$ cat config.mk
export PLATFORM = sky130hd
export DESIGN_NAME = button_press_classifier
export DESIGN_NICKNAME = d
export VERILOG_FILES = /design/src/sv/bpc_pkg.sv /design/src/sv/bpc_ram.sv /design/src/sv/bpc_update.sv /design/src/sv/button_press_classifier.sv
export SDC_FILE = /design/constraint.sdc
export NUM_CORES = 1
export LEC_CHECK = 0
export BUFFER_PORTS_ARGS = -buffer_cell sky130_fd_sc_hd__buf_2
export CORE_ASPECT_RATIO = 0.75
export CORE_MARGIN = 10
export CORE_UTILIZATION = 31
export DETAILED_ROUTE_END_ITERATION = 10
export SLEW_MARGIN = 20
export SYNTH_ARGS = -nofsm -noshare
export SYNTH_HDL_FRONTEND = slang
export SYNTH_SLANG_ARGS = --single-unit
$ cat constraint.sdc
create_clock -name clk -period 15.6 [get_ports clk]
set_input_delay 0.78 -clock clk [delete_from_list [all_inputs] [get_ports clk]]
set_output_delay 0.78 -clock clk [all_outputs]
set_load 0.005 [all_outputs]
$ cat src/sv/bpc_pkg.sv
// Types, constants and register codes for the button press classifier.
package bpc_pkg;

  localparam int NUM_BUTTONS_DEF = 8;
  localparam int BTN_W           = 3;
  localparam int CNT_W           = 16;
  localparam int CFG_IDX_W       = 2;
  localparam int CFG_DATA_W      = 16;

  localparam logic [CNT_W-1:0] CNT_MAX = '1;

  localparam logic [CNT_W-1:0] DEBOUNCE_DEF = 16'd15;
  localparam logic [CNT_W-1:0] LONG_DEF     = 16'd1000;
  localparam logic [CNT_W-1:0] HOLD_DEF     = 16'd4000;

  // Register indexes on the configuration port.
  localparam logic [CFG_IDX_W-1:0] CFG_DEBOUNCE = 2'd0;
  localparam logic [CFG_IDX_W-1:0] CFG_LONG     = 2'd1;
  localparam logic [CFG_IDX_W-1:0] CFG_HOLD     = 2'd2;

  // Event codes.
  localparam logic [1:0] EV_NONE  = 2'd0;
  localparam logic [1:0] EV_SHORT = 2'd1;
  localparam logic [1:0] EV_LONG  = 2'd2;
  localparam logic [1:0] EV_HOLD  = 2'd3;

  typedef struct packed {
    logic [BTN_W-1:0] button;
    logic             pressed;
  } sample_t;

  typedef struct packed {
    logic [BTN_W-1:0] event_button;
    logic [1:0]       event_res;
  } result_t;

  typedef struct packed {
    logic [CNT_W-1:0] pressed_count;
    logic [CNT_W-1:0] released_count;
    logic             debounced_level;
    logic             hold_reported;
  } entry_t;

  typedef struct packed {
    logic [CNT_W-1:0] debounce_ticks;
    logic [CNT_W-1:0] long_press_ticks;
    logic [CNT_W-1:0] hold_ticks;
  } cfg_t;

  localparam entry_t ENTRY_RESET = '{
    pressed_count:   '0,
    released_count:  '0,
    debounced_level: 1'b1,
    hold_reported:   1'b1
  };

endpackage

$ cat src/sv/bpc_ram.sv
// Generic single write port, single read port RAM with registered read data.
module bpc_ram #(
  parameter int WIDTH = 8,
  parameter int DEPTH = 8,
  localparam int AW   = (DEPTH > 1) ? $clog2(DEPTH) : 1
) (
  input  logic             clk,
  input  logic             wr_en,
  input  logic [AW-1:0]    wr_addr,
  input  logic [WIDTH-1:0] wr_data,
  input  logic             rd_en,
  input  logic [AW-1:0]    rd_addr,
  output logic [WIDTH-1:0] rd_data
);

  logic [WIDTH-1:0] mem [DEPTH];

  always_ff @(posedge clk) begin
    if (wr_en) begin
      mem[wr_addr] <= wr_data;
    end
    if (rd_en) begin
      rd_data <= mem[rd_addr];
    end
  end

endmodule

$ cat src/sv/bpc_update.sv
// Per-sample state update and event classification for one button entry.
module bpc_update (
  input  bpc_pkg::entry_t cur,
  input  logic            pressed,
  input  bpc_pkg::cfg_t   cfg,
  output bpc_pkg::entry_t nxt,
  output logic [1:0]      ev
);

  logic [bpc_pkg::CNT_W-1:0] pc_inc;
  logic [bpc_pkg::CNT_W-1:0] rc_inc;

  assign pc_inc = (cur.pressed_count == bpc_pkg::CNT_MAX) ? cur.pressed_count
                                                          : cur.pressed_count + 1'b1;
  assign rc_inc = (cur.released_count == bpc_pkg::CNT_MAX) ? cur.released_count
                                                           : cur.released_count + 1'b1;

  always_comb begin
    nxt = cur;
    ev  = bpc_pkg::EV_NONE;
    if (pressed) begin
      nxt.pressed_count = pc_inc;
      // A debounced press starts a new pressed interval.
      if (!cur.debounced_level && (pc_inc > cfg.debounce_ticks)) begin
        nxt.released_count  = '0;
        nxt.debounced_level = 1'b1;
      end
      if ((pc_inc > cfg.hold_ticks) && !cur.hold_reported) begin
        ev                = bpc_pkg::EV_HOLD;
        nxt.hold_reported = 1'b1;
      end
    end else begin
      nxt.released_count = rc_inc;
      if (cur.debounced_level && (rc_inc > cfg.debounce_ticks)) begin
        nxt.debounced_level = 1'b0;
        if (cur.hold_reported) begin
          ev = bpc_pkg::EV_NONE;
        end else if (cur.pressed_count > cfg.long_press_ticks) begin
          ev = bpc_pkg::EV_LONG;
        end else begin
          ev = bpc_pkg::EV_SHORT;
        end
        nxt.hold_reported = 1'b0;
        nxt.pressed_count = '0;
      end
    end
  end

endmodule

$ cat src/sv/button_press_classifier.sv
// Top level of the button press classifier: state memory, forwarding and output register.
//
// The sample channel carries one word per tick and button: the button index and
// whether it is pressed. The result channel returns exactly one word per sample,
// in order: the same button index and an event code (none, short press, long
// press, hold). Both channels use valid and stall; a word moves at a clock edge
// where valid is high and stall is low.
// Per-button state sits in one RAM entry; each sample is a read, an update and
// a write-back of that entry. A write from the previous sample to the same
// entry is forwarded, so samples for the same button may come back to back.
// One sample per cycle is taken while the result channel does not stall. A sample
// accepted at a clock edge is read from the RAM at that edge, updated in the read
// stage and its result is loaded into the output register when that register advances.
// When the receiver stalls, the result holds in the output register and one
// more sample can wait in the read stage; after that the sample channel stalls.
// Reset clears the control state and per-entry valid bits, so every button
// reads as pressed with a hold already reported until first written; the
// thresholds return to 15, 1000 and 4000. No clearing pass is needed.
// Configuration writes must be made while the block is idle; it does not enforce this.
module button_press_classifier #(
  parameter int NUM_BUTTONS = bpc_pkg::NUM_BUTTONS_DEF
) (
  input  logic                            clk,
  input  logic                            rst,
  input  logic                            sample_valid,
  output logic                            sample_stall,
  input  bpc_pkg::sample_t                sample,
  output logic                            result_valid,
  input  logic                            result_stall,
  output bpc_pkg::result_t                result,
  input  logic                            cfg_wr,
  input  logic [bpc_pkg::CFG_IDX_W-1:0]   cfg_idx,
  input  logic [bpc_pkg::CFG_DATA_W-1:0]  cfg_data
);

  localparam int AW = (NUM_BUTTONS > 1) ? $clog2(NUM_BUTTONS) : 1;
  localparam int EW = $bits(bpc_pkg::entry_t);

  // Configuration registers.
  bpc_pkg::cfg_t cfg;

  always_ff @(posedge clk) begin
    if (rst) begin
      cfg.debounce_ticks   <= bpc_pkg::DEBOUNCE_DEF;
      cfg.long_press_ticks <= bpc_pkg::LONG_DEF;
      cfg.hold_ticks       <= bpc_pkg::HOLD_DEF;
    end else if (cfg_wr) begin
      case (cfg_idx)
        bpc_pkg::CFG_DEBOUNCE: cfg.debounce_ticks   <= cfg_data;
        bpc_pkg::CFG_LONG:     cfg.long_press_ticks <= cfg_data;
        bpc_pkg::CFG_HOLD:     cfg.hold_ticks       <= cfg_data;
        default: ;
      endcase
    end
  end

  // Input side: address decode and range check.
  logic [8:0]    btn_ext;
  logic [AW-1:0] in_addr;
  logic          in_range;
  logic          accept;

  assign btn_ext  = {6'd0, sample.button};
  assign in_addr  = btn_ext[AW-1:0];
  assign in_range = btn_ext < 9'(NUM_BUTTONS);

  // Read stage registers.
  logic          s1_v;
  logic          s1_adv;
  logic [bpc_pkg::BTN_W-1:0] s1_btn;
  logic          s1_p;
  logic          s1_inr;
  logic [AW-1:0] s1_addr;
  logic          s1_mvld;

  assign s1_adv       = !result_valid || !result_stall;
  assign sample_stall = s1_v && !s1_adv;
  assign accept       = sample_valid && !sample_stall;

  // Entries never written read as the reset state.
  logic [NUM_BUTTONS-1:0] vld;

  // Forwarding register: the most recent write-back.
  logic            fw_v;
  logic [AW-1:0]   fw_addr;
  bpc_pkg::entry_t fw_data;

  logic [EW-1:0]   rd_data;
  bpc_pkg::entry_t cur;
  bpc_pkg::entry_t nxt;
  logic [1:0]      ev;
  logic            wr_en;

  bpc_ram #(
    .WIDTH (EW),
    .DEPTH (NUM_BUTTONS)
  ) u_ram (
    .clk     (clk),
    .wr_en   (wr_en),
    .wr_addr (s1_addr),
    .wr_data (nxt),
    .rd_en   (accept),
    .rd_addr (in_addr),
    .rd_data (rd_data)
  );

  always_comb begin
    if (fw_v && (fw_addr == s1_addr)) begin
      cur = fw_data;
    end else if (s1_mvld) begin
      cur = bpc_pkg::entry_t'(rd_data);
    end else begin
      cur = bpc_pkg::ENTRY_RESET;
    end
  end

  bpc_update u_update (
    .cur     (cur),
    .pressed (s1_p),
    .cfg     (cfg),
    .nxt     (nxt),
    .ev      (ev)
  );

  assign wr_en = s1_v && s1_adv && s1_inr;

  always_ff @(posedge clk) begin
    if (rst) begin
      s1_v         <= 1'b0;
      fw_v         <= 1'b0;
      vld          <= '0;
      result_valid <= 1'b0;
    end else begin
      if (accept) begin
        s1_v <= 1'b1;
      end else if (s1_adv) begin
        s1_v <= 1'b0;
      end
      if (wr_en) begin
        fw_v          <= 1'b1;
        vld[s1_addr]  <= 1'b1;
      end
      if (s1_adv) begin
        result_valid <= s1_v;
      end
    end
  end

  // Payload registers.
  always_ff @(posedge clk) begin
    if (accept) begin
      s1_btn  <= sample.button;
      s1_p    <= sample.pressed;
      s1_inr  <= in_range;
      s1_addr <= in_addr;
      s1_mvld <= vld[in_addr];
    end
    if (wr_en) begin
      fw_addr <= s1_addr;
      fw_data <= nxt;
    end
    if (s1_adv && s1_v) begin
      result.event_button <= s1_btn;
      result.event_res    <= s1_inr ? ev : bpc_pkg::EV_NONE;
    end
  end

endmodule

==> flow_summary.yaml <==
run_status:
  status: "finished clean"
cts:
  clock-sinks: 409
  cts-hold-fix-buffers: 0
  numCtsBuffers: 42
  cts_resized: 0
  cts_setup_buffers: 0
  clk_pin_slew_ns: 0.06
  cts_tree: "built"
  ctsHtreeMaxLevel: 2
  ctsLongestPathBuffers: 3
  clock-root-buffer: "clkbuf_16"
  insertion_delay_ns: 0.55
pwr:
  p_per_area_nw_per_um2: 119.0
  p_leak_nw: 7.238
  ir_drop_mv: 0.09925
synthesis:
  synth_nets: 1406
  syn_inst: 1316
  synthDistinctLibCells: 65
  synth.yosys.seq_area_share: 0.6370
  yosysWarnings: 0
  synth_edf_count: 350
  synthMuxAreaShare: 0.1142
  yosysTopAreaCell: "edfxtp_1"
  post_synth_xor_area_fraction: 0.01622
  synth_top_area_share: 0.5726
  synthAdderAreaFrac: 0.04349
  synth_top_family_by_area: "multiplexers"
  synthArstFlopShare: 0
  ys_ff_latch: 409
  syn_area_sq_um: 18350
  synth-compound-area-share: 0.06497
  synth.area.top_cells: "edfxtp_1 57%, mux4_2 8.6%, dfxtp_1 6.4%"
  synth_flop_cell: "edfxtp_1"
  avgSynthCellArea_sq_um: 13.95
  yosys.area_share.simple: 0.09742
placement:
  gp_congestion: 0.9213
  dpl-instance-area_sq_um: 19520
  hpwlAfterDp_um: 26930
  portBuffers: 33
global_routing:
  grt_overflow: 0
  grt_pass1_wl_um: 66190
  antenna_found_initial: 0
  first_global_vias: 10940
  grt_start_max_net_pins: 72
  track_usage: 0.1220
sta:
  min_period_ns: 7.247
  fmax_ghz: 0.1380
  hold_viol: 0
  drv_slew: 0
  finalSetupViolCount: 0
  fin_crit_sh: 0.4645
  clock-skew-final_ns: 0.02167
  tightest_slew_ns: 1.150
  fin_setup_tns_ns: 0
  rsz0062_at_grt: "no"
  slew_headroom: 0.2250
die:
  fp.dieW_um: 301.0
  rows: 77
  start_util: 0.3123
  die_area_sq_um: 69440
  io_pins: 34
  die_y_um: 230.7
  core_sq_um: 58770
drt:
  vias_per_cell: 5.040
  num_vias: 10970
  firstDrtPassIters: 7
  drt_iter0_drc: 891
  ant_nets: 0
  totalWireLength_um: 43200
  wire_per_inst_um: 19.84
  drc: 0
flow_run:
  maxCapViolCount: 0
critical_path:
  worstPathRequired_ns: 15.81
  crit_path_max_fanout: 49
  crit_type: "reg -> reg"
  end_kind: "flip-flop"
  arrival_ns: 7.46
  critPathLaunchType: "flip-flop"
min_path:
  hold_class: "reg -> reg"
cells_and_area:
  fin_nets: 1445
  antenna-diode-count: 0
  area_growth_syn_to_layout_pct: 14.39
  nFillCells: 5621
  ff_latch_area_sq_um: 11690
  drive_gt1_frac: 0.1839
  finalInstanceArea_sq_um: 21000
  multi_input_area_sq_um: 6262
==> synth_stat cells (all sizes together), types with 2 or more instances <==
cell	instances
a22o	12
or4	2
nor4	8
a31oi	4
nor2b	6
clkbuf	47
dfxtp	59
mux2i	8
and3	24
a211o	9
a21o	10
buf	11
ha	63
nand2b	5
nor3	16
mux2	39
or3b	2
a2111oi	4
nand2	125
a211oi	10
xor2	15
a221oi	2
o21ba	2
a21oi	90
mux4	70
or3	7
nor2	101
o2bb2ai	2
o211ai	3
or2	4
nand3b	10
nand4	22
xnor2	19
nand3	32
o21ai	33
edfxtp	350
inv	69
and4	4
nor4b	2
==> final timing paths <==
| kind | slack, ns | startpoint | to | depth (start not counted) |
|---|---|---|---|---|
| min reg2reg | 0.46 | cfg[37] | cfg[37] | 2 |
| max reg2reg | 8.35 | s1_addr[1] | u_ram.mem[0][9] | 20 |
| min | 0.46 | cfg[37] | cfg[37] | 2 |
| max | 8.35 | s1_addr[1] | u_ram.mem[0][9] | 20 |
==> routing by layer <==
layer	GRT usage	vias up	wire [um]
li1	-	5074	-
met1	0.1680	5533	19490
met2	0.1992	305	20600
met3	0.01814	59	2220
met4	0.03137	0	877
met5	0	-	0
==> cells by family after synthesis <==
family,Yosys count
simple gates,374
buf+inv,128
flops,409
mux,117
xor+xnor,34
fa+ha+maj,64
compound gates,190
==> final cells by class <==
class                           instances  area share
Sequential cell                       409      0.5569
Multi-Input combinational cell        779      0.2983
Clock buffer                           51     0.05268
Tap cell                              790     0.04708
Timing Repair Buffer                   53     0.01633
Clock inverter                         25     0.01627
Inverter                               70     0.01251
==> where the power goes <==
part	internal (mW)	switching (mW)
registers	1.23	0.0151
clock network	0.640	0.416
logic	0.0717	0.126
==> critical path, stage by stage, from the launching register on <==
cell      delay [ns]
edfxtp_1        0.50
xor2_1          0.24
or4b_4          0.84
mux2i_1         0.29
ha_1            0.32
nand2_1         0.11
nor4_1          0.06
mux2i_1         0.40
a21oi_4         0.13
nor4_2          0.65
nor2b_1         0.24
xnor2_1         0.13
ha_1            0.35
nand4_1         0.10
or2_2           0.31
or3_1           0.40
or3_1           0.34
a32oi_2         0.38
nor3_2          0.17
buf_4           0.21
a211oi_1        0.73
==> per-stage QoR <==
stage               hold WS (ns)  power (mW)  std cells  worst slack [ns]  utilization
global placement          0.4449       1.459       2100             8.683       0.3321
floorplan                 0.4348       1.398       1316             8.314            -
detailed placement        0.4500       1.465       2100             8.437       0.3321
CTS                       0.4518       2.522       2176             8.407       0.3567
finish                    0.4559       2.499       2177             8.353       0.3572
global route              0.4589       2.590       2177             7.813       0.3572
==> state kept, by name, summed over array words and instances, names as in the netlist, 3 cells and up <==
signal,count
vld,8
u_ram.mem,272
cfg,48
u_ram.rd_data,34
s1_addr,3
result,5
fw_data,34
==> placed cells by master, fill, tap and decap left out, types with 39 or more instances in the layout <==
cell	Yosys	layout
mux4_2	70	70
mux2_2	39	39
nor2_1	101	94
ha_1	63	63
nand2_1	125	125
dfxtp_1	59	59
inv_1	69	69
a21oi_1	88	88
clkbuf_16	0	43
edfxtp_1	350	350
(Power assumes the default switching activity.)
